## config.mk

```make
export PLATFORM = sky130hd
export DESIGN_NAME = load_cell_trimmed_mean_weigher_flat
export DESIGN_NICKNAME = d
export VERILOG_FILES = /design/src/rtl/core/lctm_pkg.sv /design/src/rtl/core/lctm_if.sv /design/src/rtl/core/load_cell_trimmed_mean_weigher.sv /design/src/rtl/core/lctm_ctrl.sv /design/src/rtl/core/lctm_datapath.sv /design/src/flat_wrapper.sv
export SDC_FILE = /design/constraint.sdc
export NUM_CORES = 2
export LEC_CHECK = 0
export ABC_CLOCK_PERIOD_IN_PS = 7480
export BUFFER_PORTS_ARGS = -buffer_cell sky130_fd_sc_hd__buf_2
export CAP_MARGIN = 20
export CORE_UTILIZATION = 32
export CTS_BUF_LIST = sky130_fd_sc_hd__clkbuf_8 sky130_fd_sc_hd__clkbuf_16
export DETAILED_ROUTE_END_ITERATION = 10
export GPL_TIMING_DRIVEN = 1
export SLEW_MARGIN = 10
export SYNTH_ARGS = -nofsm -noshare
export SYNTH_HDL_FRONTEND = slang
export SYNTH_SLANG_ARGS = --single-unit
export TNS_END_PERCENT = 20
```

## constraint.sdc

```tcl
create_clock -name clk -period 7.48 [get_ports clk]
set_input_delay 1.122 -clock clk [delete_from_list [all_inputs] [get_ports clk]]
set_output_delay 1.122 -clock clk [all_outputs]
set_load 0.01 [all_outputs]
```

## src/rtl/core/lctm_pkg.sv

```systemverilog
// Shared types and constants of the load-cell trimmed-mean weigher.
package lctm_pkg;

  // Field widths
  localparam int BYTE_W   = 8;
  localparam int SAMPLE_W = 24;
  localparam int WEIGHT_W = 32;
  localparam int COUNT_W  = 8;
  localparam int FACTOR_W = 32;
  localparam int CFG_IDX_W  = 2;
  localparam int CFG_DATA_W = 32;

  // Bytes per sample, counted 0 .. LAST_BYTE
  localparam logic [2:0] LAST_BYTE = 3'd5;

  // Smallest usable batch size
  localparam logic [COUNT_W-1:0] MIN_COUNT = 8'd3;

  // Configuration register indexes
  localparam logic [CFG_IDX_W-1:0] CFG_SAMPLE_COUNT  = 2'd0;
  localparam logic [CFG_IDX_W-1:0] CFG_TARE_OFFSET   = 2'd1;
  localparam logic [CFG_IDX_W-1:0] CFG_WEIGHT_FACTOR = 2'd2;

  // Register reset values
  localparam logic [COUNT_W-1:0]  RST_SAMPLE_COUNT  = 8'd10;
  localparam logic [SAMPLE_W-1:0] RST_TARE_OFFSET   = 24'd0;
  localparam logic [FACTOR_W-1:0] RST_WEIGHT_FACTOR = 32'h0100_0000;

  // Saturation limits of the Q16.16 result
  localparam logic [WEIGHT_W-1:0] WEIGHT_MAX = 32'h7FFF_FFFF;
  localparam logic [WEIGHT_W-1:0] WEIGHT_MIN = 32'h8000_0000;

  // Controller states, one-hot
  typedef enum logic [8:0] {
    ST_IDLE   = 9'b000000001,
    ST_TRIM   = 9'b000000010,
    ST_ABS    = 9'b000000100,
    ST_DIV    = 9'b000001000,
    ST_QSIGN  = 9'b000010000,
    ST_DIFF   = 9'b000100000,
    ST_MUL_LO = 9'b001000000,
    ST_MUL_HI = 9'b010000000,
    ST_FIN    = 9'b100000000
  } state_t;

  // Controller to datapath commands
  typedef struct packed {
    logic accept;
    logic trim;
    logic div_init;
    logic div_step;
    logic q_sign;
    logic diff;
    logic mul_lo;
    logic mul_hi;
    logic finish;
  } cmd_t;

  // Datapath to controller status
  typedef struct packed {
    logic byte_last;
    logic batch_end;
    logic out_busy;
    logic div_done;
  } status_t;

endpackage

```

## src/rtl/core/lctm_if.sv

```systemverilog
// Channel interfaces: input bytes, results and configuration writes.
interface lctm_in_if;
  logic                        valid;
  logic                        ready;
  logic [lctm_pkg::BYTE_W-1:0] rx_byte;

  modport source (output valid, output rx_byte, input ready);
  modport sink   (input valid, input rx_byte, output ready);
endinterface

interface lctm_out_if;
  logic                                 valid;
  logic                                 ready;
  logic signed [lctm_pkg::SAMPLE_W-1:0] raw_sample;
  logic signed [lctm_pkg::WEIGHT_W-1:0] weight;
  logic                                 weight_valid;

  modport source (output valid, output raw_sample, output weight, output weight_valid,
                  input ready);
  modport sink   (input valid, input raw_sample, input weight, input weight_valid,
                  output ready);
endinterface

interface lctm_cfg_if;
  logic                            valid;
  logic                            ready;
  logic [lctm_pkg::CFG_IDX_W-1:0]  index;
  logic [lctm_pkg::CFG_DATA_W-1:0] data;

  modport source (output valid, output index, output data, input ready);
  modport sink   (input valid, input index, input data, output ready);
endinterface

```

## src/rtl/core/load_cell_trimmed_mean_weigher.sv

```systemverilog
// Top level of the load-cell trimmed-mean weigher.
//
// Usage:
//   in_if  : one received SPI byte per transfer; six bytes build one 24-bit
//            sample from bits 6, 4, 2, 0 of each byte, most significant first.
//   out_if : one result per sample: raw_sample, and on the sample that closes
//            a batch of sample_count samples, the trimmed-mean weight in
//            Q16.16 with weight_valid set (weight is 0 otherwise).
//   cfg_if : register writes, index 0 sample_count, 1 tare_offset,
//            2 weight_factor; other indexes are ignored. Always ready.
// Sequence:
//   Bytes that do not close a sample are taken whenever the controller is
//   idle. A sample that does not close a batch shows its result the cycle
//   after its sixth byte. A closing sample instead goes through trim, the
//   32-step bit-serial divider, sign, tare, two half-width multiplies and
//   the round/saturate step; no byte is taken during that time.
// Reset (rst_n low, synchronous): registers return to their defaults, the
//   byte position and batch count clear, and no result is pending.
// Stall: a sixth byte waits while the output register is still full;
//   other bytes keep flowing.
module load_cell_trimmed_mean_weigher (
  input  logic        clk,
  input  logic        rst_n,
  lctm_in_if.sink     in_if,
  lctm_out_if.source  out_if,
  lctm_cfg_if.sink    cfg_if
);
  import lctm_pkg::*;

  cmd_t    cmd;
  status_t st;

  assign cfg_if.ready = 1'b1;

  lctm_ctrl u_ctrl (
    .clk      (clk),
    .rst_n    (rst_n),
    .in_valid (in_if.valid),
    .in_ready (in_if.ready),
    .st       (st),
    .cmd      (cmd)
  );

  lctm_datapath u_dp (
    .clk              (clk),
    .rst_n            (rst_n),
    .cmd              (cmd),
    .st               (st),
    .in_rx_byte       (in_if.rx_byte),
    .cfg_valid        (cfg_if.valid),
    .cfg_index        (cfg_if.index),
    .cfg_data         (cfg_if.data),
    .out_ready        (out_if.ready),
    .out_valid        (out_if.valid),
    .out_raw_sample   (out_if.raw_sample),
    .out_weight       (out_if.weight),
    .out_weight_valid (out_if.weight_valid)
  );

endmodule

```

## src/rtl/core/lctm_ctrl.sv

```systemverilog
// Sequencer: byte intake, then trim, divide, scale and round at batch end.
module lctm_ctrl (
  input  logic              clk,
  input  logic              rst_n,
  input  logic              in_valid,
  output logic              in_ready,
  input  lctm_pkg::status_t st,
  output lctm_pkg::cmd_t    cmd
);
  import lctm_pkg::*;

  state_t state_r, state_nxt;

  // A closing byte needs the output register free
  assign in_ready = (state_r == ST_IDLE) && !(st.byte_last && st.out_busy);

  always_comb begin
    cmd          = '0;
    state_nxt    = state_r;
    cmd.accept   = in_valid && in_ready;
    case (state_r)
      ST_IDLE: begin
        if (cmd.accept && st.batch_end) state_nxt = ST_TRIM;
      end
      ST_TRIM: begin
        cmd.trim  = 1'b1;
        state_nxt = ST_ABS;
      end
      ST_ABS: begin
        cmd.div_init = 1'b1;
        state_nxt    = ST_DIV;
      end
      ST_DIV: begin
        cmd.div_step = 1'b1;
        if (st.div_done) state_nxt = ST_QSIGN;
      end
      ST_QSIGN: begin
        cmd.q_sign = 1'b1;
        state_nxt  = ST_DIFF;
      end
      ST_DIFF: begin
        cmd.diff  = 1'b1;
        state_nxt = ST_MUL_LO;
      end
      ST_MUL_LO: begin
        cmd.mul_lo = 1'b1;
        state_nxt  = ST_MUL_HI;
      end
      ST_MUL_HI: begin
        cmd.mul_hi = 1'b1;
        state_nxt  = ST_FIN;
      end
      ST_FIN: begin
        cmd.finish = 1'b1;
        state_nxt  = ST_IDLE;
      end
      default: begin
        state_nxt = ST_IDLE;
      end
    endcase
  end

  always_ff @(posedge clk) begin
    if (!rst_n) begin
      state_r <= ST_IDLE;
    end else begin
      state_r <= state_nxt;
    end
  end

  // Divider runs its full length before the sign fix-up
  a_div_exit: assert property (@(posedge clk) disable iff (!rst_n)
    (state_r == ST_DIV) && st.div_done |=> (state_r == ST_QSIGN))
    else $error("divider exit did not reach sign stage");

  // No byte taken while a batch result is being worked out
  a_no_accept_busy: assert property (@(posedge clk) disable iff (!rst_n)
    (state_r != ST_IDLE) |-> !in_ready)
    else $error("input ready outside idle");

  // Batch close always ends in a finish step: trim, load, 32 steps, 4 more
  a_close_finish: assert property (@(posedge clk) disable iff (!rst_n)
    cmd.accept && st.batch_end |=> ##38 (state_r == ST_FIN))
    else $error("batch close sequence broken");

endmodule

```

## src/rtl/core/lctm_datapath.sv

```systemverilog
// Datapath: sample assembly, batch statistics, serial divider, scaling, output register.
module lctm_datapath (
  input  logic                                  clk,
  input  logic                                  rst_n,
  input  lctm_pkg::cmd_t                        cmd,
  output lctm_pkg::status_t                     st,
  input  logic [lctm_pkg::BYTE_W-1:0]           in_rx_byte,
  input  logic                                  cfg_valid,
  input  logic [lctm_pkg::CFG_IDX_W-1:0]        cfg_index,
  input  logic [lctm_pkg::CFG_DATA_W-1:0]       cfg_data,
  input  logic                                  out_ready,
  output logic                                  out_valid,
  output logic signed [lctm_pkg::SAMPLE_W-1:0]  out_raw_sample,
  output logic signed [lctm_pkg::WEIGHT_W-1:0]  out_weight,
  output logic                                  out_weight_valid
);
  import lctm_pkg::*;

  // Configuration registers
  logic [COUNT_W-1:0]         sample_count_r;
  logic signed [SAMPLE_W-1:0] tare_offset_r;
  logic signed [FACTOR_W-1:0] weight_factor_r;

  // Sample assembly and batch statistics
  logic [2:0]                 byte_pos_r;
  logic [SAMPLE_W-1:0]        shift_r;
  logic [COUNT_W-1:0]         taken_r;
  logic signed [31:0]         sum_r;
  logic signed [SAMPLE_W-1:0] max_r, min_r;

  // Batch-end arithmetic
  logic signed [31:0]         trim_r;
  logic                       neg_r;
  logic [31:0]                quot_r;
  logic [7:0]                 rem_r;
  logic [7:0]                 divisor_r;
  logic [4:0]                 dcnt_r;
  logic signed [31:0]         qs_r;
  logic signed [32:0]         diff_r;
  logic signed [49:0]         plo_r;
  logic signed [48:0]         phi_r;

  // Output register
  logic                       out_valid_r;
  logic signed [SAMPLE_W-1:0] out_raw_r;
  logic signed [WEIGHT_W-1:0] out_weight_r;
  logic                       out_wv_r;

  logic [3:0]                 nib;
  logic [SAMPLE_W-1:0]        shift_new;
  logic signed [SAMPLE_W-1:0] s;
  logic [COUNT_W:0]           taken_inc;
  logic [COUNT_W-1:0]         cnt_eff;
  logic                       byte_last;
  logic                       batch_end;
  logic                       first;
  logic [8:0]                 rem_sh;
  logic [8:0]                 rem_sub;
  logic                       ge;
  logic signed [65:0]         rnd;
  logic [57:0]                w;
  logic [WEIGHT_W-1:0]        w_sat;

  // Data bits sit at 6, 4, 2 and 0 of each byte
  assign nib       = {in_rx_byte[6], in_rx_byte[4], in_rx_byte[2], in_rx_byte[0]};
  assign shift_new = {shift_r[SAMPLE_W-5:0], nib};
  assign s         = $signed(shift_new);

  // Batch closes once the samples taken reach the effective count
  assign cnt_eff   = (sample_count_r < MIN_COUNT) ? MIN_COUNT : sample_count_r;
  assign taken_inc = {1'b0, taken_r} + 9'd1;
  assign byte_last = (byte_pos_r == LAST_BYTE);
  assign batch_end = byte_last && (taken_inc >= {1'b0, cnt_eff});
  assign first     = (taken_r == '0);

  // One restoring divide step
  assign rem_sh  = {rem_r, quot_r[31]};
  assign rem_sub = rem_sh - {1'b0, divisor_r};
  assign ge      = (rem_sh >= {1'b0, divisor_r});

  // Recombine partial products, round half up, floor shift by 8, saturate
  assign rnd = $signed({phi_r[48], phi_r, 16'd0}) + $signed({{16{plo_r[49]}}, plo_r})
             + 66'sd128;
  assign w   = rnd[65:8];
  always_comb begin
    if ((&w[57:31]) || !(|w[57:31])) begin
      w_sat = w[31:0];
    end else if (w[57]) begin
      w_sat = WEIGHT_MIN;
    end else begin
      w_sat = WEIGHT_MAX;
    end
  end

  assign st.byte_last = byte_last;
  assign st.batch_end = batch_end;
  assign st.out_busy  = out_valid_r;
  assign st.div_done  = (dcnt_r == 5'd31);

  // Configuration and intake control state
  always_ff @(posedge clk) begin
    if (!rst_n) begin
      sample_count_r  <= RST_SAMPLE_COUNT;
      tare_offset_r   <= RST_TARE_OFFSET;
      weight_factor_r <= RST_WEIGHT_FACTOR;
      byte_pos_r      <= '0;
      shift_r         <= '0;
      taken_r         <= '0;
    end else begin
      if (cfg_valid) begin
        case (cfg_index)
          CFG_SAMPLE_COUNT:  sample_count_r  <= cfg_data[COUNT_W-1:0];
          CFG_TARE_OFFSET:   tare_offset_r   <= $signed(cfg_data[SAMPLE_W-1:0]);
          CFG_WEIGHT_FACTOR: weight_factor_r <= $signed(cfg_data[FACTOR_W-1:0]);
          default: ;
        endcase
      end
      if (cmd.accept) begin
        shift_r    <= shift_new;
        byte_pos_r <= byte_last ? 3'd0 : byte_pos_r + 3'd1;
        if (byte_last) begin
          taken_r <= batch_end ? '0 : taken_inc[COUNT_W-1:0];
        end
      end
    end
  end

  // Batch statistics, loaded fresh by the first sample of a batch
  always_ff @(posedge clk) begin
    if (cmd.accept && byte_last) begin
      sum_r <= (first ? 32'sd0 : sum_r) + 32'(s);
      max_r <= (first || (s > max_r)) ? s : max_r;
      min_r <= (first || (s < min_r)) ? s : min_r;
    end
  end

  // Trim, divide, sign, tare, multiply
  always_ff @(posedge clk) begin
    if (cmd.trim) begin
      trim_r <= sum_r - 32'(max_r) - 32'(min_r);
    end
    if (cmd.div_init) begin
      neg_r     <= trim_r[31];
      quot_r    <= trim_r[31] ? 32'(-trim_r) : 32'(trim_r);
      rem_r     <= '0;
      dcnt_r    <= '0;
      divisor_r <= cnt_eff - 8'd2;
    end
    if (cmd.div_step) begin
      rem_r  <= ge ? rem_sub[7:0] : rem_sh[7:0];
      quot_r <= {quot_r[30:0], ge};
      dcnt_r <= dcnt_r + 5'd1;
    end
    if (cmd.q_sign) begin
      qs_r <= neg_r ? -$signed(quot_r) : $signed(quot_r);
    end
    if (cmd.diff) begin
      diff_r <= 33'(qs_r) - 33'(tare_offset_r);
    end
    if (cmd.mul_lo) begin
      plo_r <= diff_r * $signed({1'b0, weight_factor_r[15:0]});
    end
    if (cmd.mul_hi) begin
      phi_r <= diff_r * $signed(weight_factor_r[31:16]);
    end
  end

  // Output register: raw sample on each sixth byte, weight at batch end
  always_ff @(posedge clk) begin
    if (!rst_n) begin
      out_valid_r <= 1'b0;
    end else if ((cmd.accept && byte_last && !batch_end) || cmd.finish) begin
      out_valid_r <= 1'b1;
    end else if (out_ready) begin
      out_valid_r <= 1'b0;
    end
  end

  always_ff @(posedge clk) begin
    if (cmd.accept && byte_last) begin
      out_raw_r    <= s;
      out_weight_r <= '0;
      out_wv_r     <= 1'b0;
    end else if (cmd.finish) begin
      out_weight_r <= $signed(w_sat);
      out_wv_r     <= 1'b1;
    end
  end

  assign out_valid        = out_valid_r;
  assign out_raw_sample   = out_raw_r;
  assign out_weight       = out_weight_r;
  assign out_weight_valid = out_wv_r;

  // Finish always presents a weight
  a_finish_out: assert property (@(posedge clk) disable iff (!rst_n)
    cmd.finish |=> (out_valid_r && out_wv_r))
    else $error("finish did not load a weight result");

  // Non-closing samples carry a zero weight
  a_zero_weight: assert property (@(posedge clk) disable iff (!rst_n)
    (out_valid_r && !out_wv_r) |-> (out_weight_r == '0))
    else $error("weight nonzero on a non-closing sample");

  // Byte position never passes the last byte of a sample
  a_byte_pos: assert property (@(posedge clk) disable iff (!rst_n)
    byte_pos_r <= LAST_BYTE)
    else $error("byte position out of range");

endmodule
```

## src/flat_wrapper.sv

```systemverilog
// flat-port wrapper written by rule: the top's interface ports become plain ports
module load_cell_trimmed_mean_weigher_flat import lctm_pkg::*;
  (clk, rst_n, in_if_valid, in_if_rx_byte, in_if_ready, out_if_valid, out_if_raw_sample, out_if_weight, out_if_weight_valid, out_if_ready, cfg_if_valid, cfg_if_index, cfg_if_data, cfg_if_ready);
  lctm_in_if in_if_i ();
  lctm_out_if out_if_i ();
  lctm_cfg_if cfg_if_i ();
  input  logic clk;
  input  logic rst_n;
  input wire logic [$bits(in_if_i.valid)-1:0] in_if_valid;
  input wire logic [$bits(in_if_i.rx_byte)-1:0] in_if_rx_byte;
  output wire logic [$bits(in_if_i.ready)-1:0] in_if_ready;
  output wire logic [$bits(out_if_i.valid)-1:0] out_if_valid;
  output wire logic [$bits(out_if_i.raw_sample)-1:0] out_if_raw_sample;
  output wire logic [$bits(out_if_i.weight)-1:0] out_if_weight;
  output wire logic [$bits(out_if_i.weight_valid)-1:0] out_if_weight_valid;
  input wire logic [$bits(out_if_i.ready)-1:0] out_if_ready;
  input wire logic [$bits(cfg_if_i.valid)-1:0] cfg_if_valid;
  input wire logic [$bits(cfg_if_i.index)-1:0] cfg_if_index;
  input wire logic [$bits(cfg_if_i.data)-1:0] cfg_if_data;
  output wire logic [$bits(cfg_if_i.ready)-1:0] cfg_if_ready;
  assign in_if_i.valid = in_if_valid;
  assign in_if_i.rx_byte = in_if_rx_byte;
  assign in_if_ready = in_if_i.ready;
  assign out_if_valid = out_if_i.valid;
  assign out_if_raw_sample = out_if_i.raw_sample;
  assign out_if_weight = out_if_i.weight;
  assign out_if_weight_valid = out_if_i.weight_valid;
  assign out_if_i.ready = out_if_ready;
  assign cfg_if_i.valid = cfg_if_valid;
  assign cfg_if_i.index = cfg_if_index;
  assign cfg_if_i.data = cfg_if_data;
  assign cfg_if_ready = cfg_if_i.ready;
  load_cell_trimmed_mean_weigher u_core (.clk(clk), .rst_n(rst_n), .in_if(in_if_i), .out_if(out_if_i), .cfg_if(cfg_if_i));
endmodule
```

# After elaboration in Yosys (flattened, before gate mapping)
# Index checks and enable logic that the tools add are counted.
[word_totals] input_bits=47 reg_bits=492
[op_classes] add_sub_neg=13 order_cmp=5 n_reduce_logical=27 n_eq_ne=15 mux=28 mul=2
[op_table] operator="$mux W32" count=7
[op_table] operator="$pmux W9 S8" count=1
[op_table] operator="$add A65 B50 Y66" count=1
[op_table] operator="$add A66 B9 Y66 const B" count=1
[op_table] operator="$neg A32 Y32" count=2
[op_table] operator="$sub A32 B24 Y32" count=2
[op_table] operator="$mul A33 B17 Y50" count=1
[op_table] operator="$mul A33 B16 Y49" count=1
[op_table] operator="$mux W8" count=5
[op_table] operator="$sub A32 B24 Y33" count=1
[op_table] operator="$add A32 B24 Y32" count=1
[op_table] operator="$reduce_and A27 Y1" count=1
[op_table] operator="$reduce_or A27 Y1" count=1
[op_table] operator="$gt A24 B24 Y1" count=1
[op_table] operator="$lt A24 B24 Y1" count=1
[op_table] operator="$ge A9 B8 Y1" count=2
[op_table] operator="$mux W9" count=2
[op_table] operator="$reduce_and A2 Y1" count=7
[op_table] operator="$mux W1" count=10
[op_table] operator="$mux W5" count=2
[op_table] operator="$add A8 B1 Y9 const B" count=1
[op_table] operator="$eq A9 B1 Y1 const B" count=1
[op_table] operator="$eq A9 B2 Y1 const B" count=1
[op_table] operator="$eq A9 B3 Y1 const B" count=1
[op_table] operator="23 further kinds" count=36

# Longest topological paths before layout
[depth] ltp_word=9 mapped_depth=28 ltp_nobuf=27

# Modules after synthesis
# A second synthesis with hierarchy kept.
[hier_totals] cells_unflattened=6805 hier_area_um2=64161.5
[by_module_without_submodules] module="lctm_datapath" n_inst=1 seq_area_each_um2=13002.5 area_each_um2=63618.5 cells_per_inst=6748
[by_module_without_submodules] module="lctm_ctrl" n_inst=1 seq_area_each_um2=180.2 area_each_um2=531.8 cells_per_inst=55
[by_module_without_submodules] module="load_cell_trimmed_mean_weigher" n_inst=1 seq_area_each_um2=0.0 area_each_um2=11.3 cells_per_inst=2

# Least setup slack after synthesis
# No wires, ideal clock.
[synth_timing] path_kind="reg2reg" start="reg u_core.u_dp.weight_factor_r[23]" end="reg u_core.u_dp.phi_r[48] (data pin)" path_stages_with_launch=27 path_buffers=2 setup_ns=0.260 t_arrival_ns=6.603 required_ns=7.220 path_slack_ns=0.617 path_cell_list="dfxtp_1 > clkbuf_1 > clkbuf_1 > nand2_1 > fa_1 > inv_1 > fa_1 > fa_1 > fa_1 > fa_1 > inv_1 > fa_1 > inv_1 > ha_1 > a21o_1 > a21o_1 > a21oi_1 > o21ai_0 > a221o_1 > o31a_1 > a311o_1 > nand3_1 > a21boi_0 > a31oi_1 > o21ai_0 > a21oi_1 > xnor2_1"
[synth_via] elab_chain_len=1
[synth_lines] item="start: declaration" line_no="lctm_datapath.sv:22" text="logic signed [FACTOR_W-1:0] weight_factor_r;"
[synth_lines] item="start signal: assignment" line_no="lctm_datapath.sv:114" text="CFG_WEIGHT_FACTOR: weight_factor_r <= $signed(cfg_data[FACTOR_W-1:0]);"
[synth_lines] item="$mul A33 B16 Y49" line_no="lctm_datapath.sv:164" text="phi_r <= diff_r * $signed(weight_factor_r[31:16]);"
[synth_lines] item="end signal: assignment" line_no="lctm_datapath.sv:164"
[synth_lines] item="end: declaration" line_no="lctm_datapath.sv:41" text="logic signed [48:0] phi_r;"
# Every way passes these cells.
# A chain may end at the register's enable or synchronous reset.

# Worst setup path after layout
[layout_timing] start="reg u_core.u_dp.diff_r[9]" end="reg u_core.u_dp.phi_r[45] (data pin)"
[layout_via] elab_chain_len=1
[layout_lines] item="start: declaration" line_no="lctm_datapath.sv:39" text="logic signed [32:0] diff_r;"
[layout_lines] item="start signal: assignment" line_no="lctm_datapath.sv:158" text="diff_r <= 33'(qs_r) - 33'(tare_offset_r);"
[layout_lines] item="$mul A33 B16 Y49" line_no="lctm_datapath.sv:164"
# Every way passes these cells.

==> implementation parameters <==
Parameter                              Value

Outcome
  Run status ... finished with violations
  Failing checks ... design-rule violations

Synthesis
  Number of flip-flops and latches in the synthesized netlist ... between 400 and 500
  Most repeated cell in the gate-level netlist after synthesis ... inv_1
  Netlist Area Pre-Place ... ~65000 µm²
  Yosys warnings ... 0
  Portion of the post-synthesis area used by sequential elements ... between 20% and 30%
  Most used standard cells in the synthesized netlist ... 1346 x inv_1, 1035 x fa_1, 953 x nand2_1
  Number of distinct standard cells referenced by the synthesized netlist ... 95
  Top post-synthesis cells by area ... fa_1 32%, edfxtp_1 16%, ha_1 8.7%
  Area fraction of the dominant cell type after synthesis ... approximately a third
  Post-Syn Nets ... roughly 8500
  Number of enable-type register cells in the synthesized netlist ... between 300 and 400
  Predominant post-synthesis flop cell ... edfxtp_1
  Post-Syn Instances ... roughly 7000
  Most area-hungry cell type in the Yosys netlist ... fa_1
  Share of synthesized registers carrying an async set or reset ... 0%
  Average cell area after synthesis ... around 9.3 µm²

Global routing
  Via count of the first global-routing pass ... between 40000 and 50000
  First-pass GRT wire length ... between 200 and 300 mm
  Maximum number of pins on one net before global-route repair ... between 80 and 90
  Initial antenna violation count ... 6
  Grt ovf ... 0
  Global-route usage over all layers ... 17.0%

Cells and area
  Final core area utilization ... around 36%
  P&R area growth vs syn ... 10.8%
  Post-layout nets ... between 8000 and 9000
  Design area ... between 70000 and 80000 µm²
  Share of cells above drive strength 1 ... under 10%

Floorplan
  CORE AREA ... around 200000 µm²
  Die outline height ... approximately 450 µm
  Std-Cell Rows ... roughly 160
  Initial cell density of the core ... 32.2%
  Area enclosed by the die boundary ... roughly 200000 µm²
  Die width ... 451 µm
  I/O pins ... roughly 110

Clock network
  Max Buffers Root-to-Sink ... 3
  CTS Root Cell ... clkbuf_16
  Number of buffers created by CTS ... 55
  Clk Latency, worst-skew pair ... 680 ps
  Level count of the clock H-tree ... 2
  CTS tree ... built
  Sink Count ... slightly below 500
  Number of hold buffers added after CTS ... 0
  Clock slew seen by the registers of the worst setup and hold paths ... 60 ps

Route
  Met1 Wirelength ... between 70 and 80 mm
  Total wire length ... between 150 and 200 mm
  Drt via density ... just under 5
  Max Used Layer ... met4
  Number of DRC violations after detailed-routing iteration 0 ... around 3100
  Met2 wire length ... between 80 and 90 mm
  DRC violations left ... 14
  Vias ... about 47000
  Number of antenna-violating nets in the routed design ... 0
  Wire length per cell after detailed routing ... around 18 µm
  Pre-Repair DR Iteration Count ... 11
  Met3 routed wirelength ... ~8.4 mm

Placement
  DPL Wire Length ... between 100 and 150 mm
  Number of buffers added on ports ... about 100
  Global placement routability congestion ... ~0.90
  Area after detailed placement ... roughly 70000 µm²

Timing
  Worst Hold Margin ... roughly 470 ps
  Max Transition Viols Final ... 0
  Setup TNS ... 0 ps
  Hold Fails Final Rpt ... 0
  Min Tclk post-route ... between 7000 and 8000 ps
  Transition time of the tightest slew-check pin ... between 900 and 1000 ps
  Worst slew margin relative to its limit ... between 30% and 40%
  Unrepaired setup endpoints after global routing ... yes
  Final worst-path cycle share ... between 90 and 100%
  Highest clock frequency the design can meet ... approximately 140 MHz
  Clock Skews ... roughly 40 ps
  Number of endpoints failing setup at the final stage ... 0

Critical path
  Most frequent cell on the critical path ... fa_1
  Crit path arrival time ... roughly 7700 ps
  Critical path capture point type ... flip-flop
  Classification of the worst setup path ... flip-flop to flip-flop
  Worst EP required ... ~8000 ps
  Top fanout value on the critical path ... 17
  Slowest stage delay, CP ... 540 ps
  Critical Path Start Type ... flip-flop
  Slowest stage cell, crit path ... fa_1
  Setup slack of the worst register-to-register path ... 230 ps

Pwr
  Power density normalized to cell area ... 126 nW/µm²
  Static Leak ... between 0.03 and 0.04 µW
  Overall power consumption ... 8980 µW
  Maximum vdd drop ... 254 µV

Run
  Number of max-capacitance violations reported ... 0

Min path
  Path type of the worst min-delay path ... flip-flop to flip-flop
where the power goes:
group / switching [µW] / internal [µW] / total (µW)
clock network: 1250 / 1660 / 2910
registers: 71.6 / 3000 / 3080
logic: 1800 / 1200 / 3000
cell usage in the layout, fill, tap and decap left out, types with 16 or more instances in the layout:
cell type  instances
inv_1           1352
fa_1            1035
nand2_1          952
ha_1             449
and2_1           445
edfxtp_1         347
nor2_1           303
a21oi_1          239
buf_4            194
xnor2_1          192
o21ai_0          139
a21o_1           138
dfxtp_1          134
buf_2            101
a21boi_0          93
xor2_1            92
nand3_1           73
nor3_1            66
nor2b_1           57
clkbuf_16         56
nand2b_1          51
o21a_1            44
o211ai_1          42
nand4_1           38
or3_1             32
buf_12            30
and3_1            27
o21bai_1          23
o31ai_1           23
a31oi_1           20
o41ai_1           16
critical path, delay by kind of cell (launching register included):
family                   cells  cell delay [ps]
buffers and inverters        9             1080
flip-flops                   1              410
adder cells (fa/ha/maj)      7             3290
AO/OA/AOI/OAI                9             1830
AND/OR/NAND/NOR              2              260
XOR/XNOR                     1              140
metal layers:
layer	vias up	GRT usage [%]
met5	-	0
met4	0	4.41
met3	246	2.01
met2	1171	29.1
met1	23900	22.5
li1	22000	-
cell families after synthesis:
family                   after synthesis  share of synthesized area [%]
other                                  1                        0.00581
flip-flops                           485                           20.4
AO/OA/AOI/OAI                        901                           9.28
multiplexers                           8                          0.126
adder cells (fa/ha/maj)             1485                           40.9
AND/OR/NAND/NOR                     2139                           15.9
buffers and inverters               1635                           9.56
XOR/XNOR                             284                           3.86
cell type report:
| type | count | area (µm²) |
|---|---|---|
| fillers | 20200 | 129000 |
| multi-input cells | 4818 | 45300 |
| flip-flops and latches | 485 | 13200 |
| inverters | 1347 | 5060 |
| well taps | 2656 | 3320 |
| repair buffers | 337 | 2720 |
| clock buffers | 60 | 1460 |
| clock inverters | 43 | 465 |
| diodes | 3 | 7.51 |
stage by stage:
step                worst slack, ps  std cells
global placement              -13.3       9630
detailed placement            -33.6       9630
CTS                            16.0       9733
floorplan                       617       6938
global route                  -17.8       9747
finish                          228       9749
registers in the layout, indices dropped and copies added, names as in the netlist, 9 cells and up:
name / flops
u_core.u_dp.min_r: 24
u_core.u_dp.quot_r: 32
u_core.u_dp.trim_r: 32
u_core.u_dp.diff_r: 33
u_core.u_dp.plo_r: 43
u_core.u_dp.sum_r: 32
u_core.u_dp.qs_r: 32
u_core.u_dp.phi_r: 49
u_core.u_dp.max_r: 24
u_core.u_dp.out_weight: 32
u_core.u_dp.out_raw_sample: 24
u_core.u_ctrl.state_r: 9
u_core.u_dp.shift_r: 20
u_core.u_dp.weight_factor_r: 32
u_core.u_dp.tare_offset_r: 24
repair_timing:
| item | in CTS | in global routing |
|---|---|---|
| endpoints found under the setup margin | 3 | 17 |
| gates cloned | 0 | 0 |
| pin swaps | 0 | 7 |
| buffers inserted | 0 | 9 |
| resized for setup | 3 | 29 |
worst paths after layout:
path                                               from                                          to  cells past startpoint
max                     u_core.u_dp.diff_r[9]$_DFFE_PP_             u_core.u_dp.phi_r[45]$_DFFE_PP_                     28
min          u_core.u_dp.tare_offset_r[10]$_SDFFE_PN0P_  u_core.u_dp.tare_offset_r[10]$_SDFFE_PN0P_                      2
max reg2reg             u_core.u_dp.diff_r[9]$_DFFE_PP_             u_core.u_dp.phi_r[45]$_DFFE_PP_                     28
min reg2reg  u_core.u_dp.tare_offset_r[10]$_SDFFE_PN0P_  u_core.u_dp.tare_offset_r[10]$_SDFFE_PN0P_                      2
No activity file was read; power rests on OpenSTA's default activity.
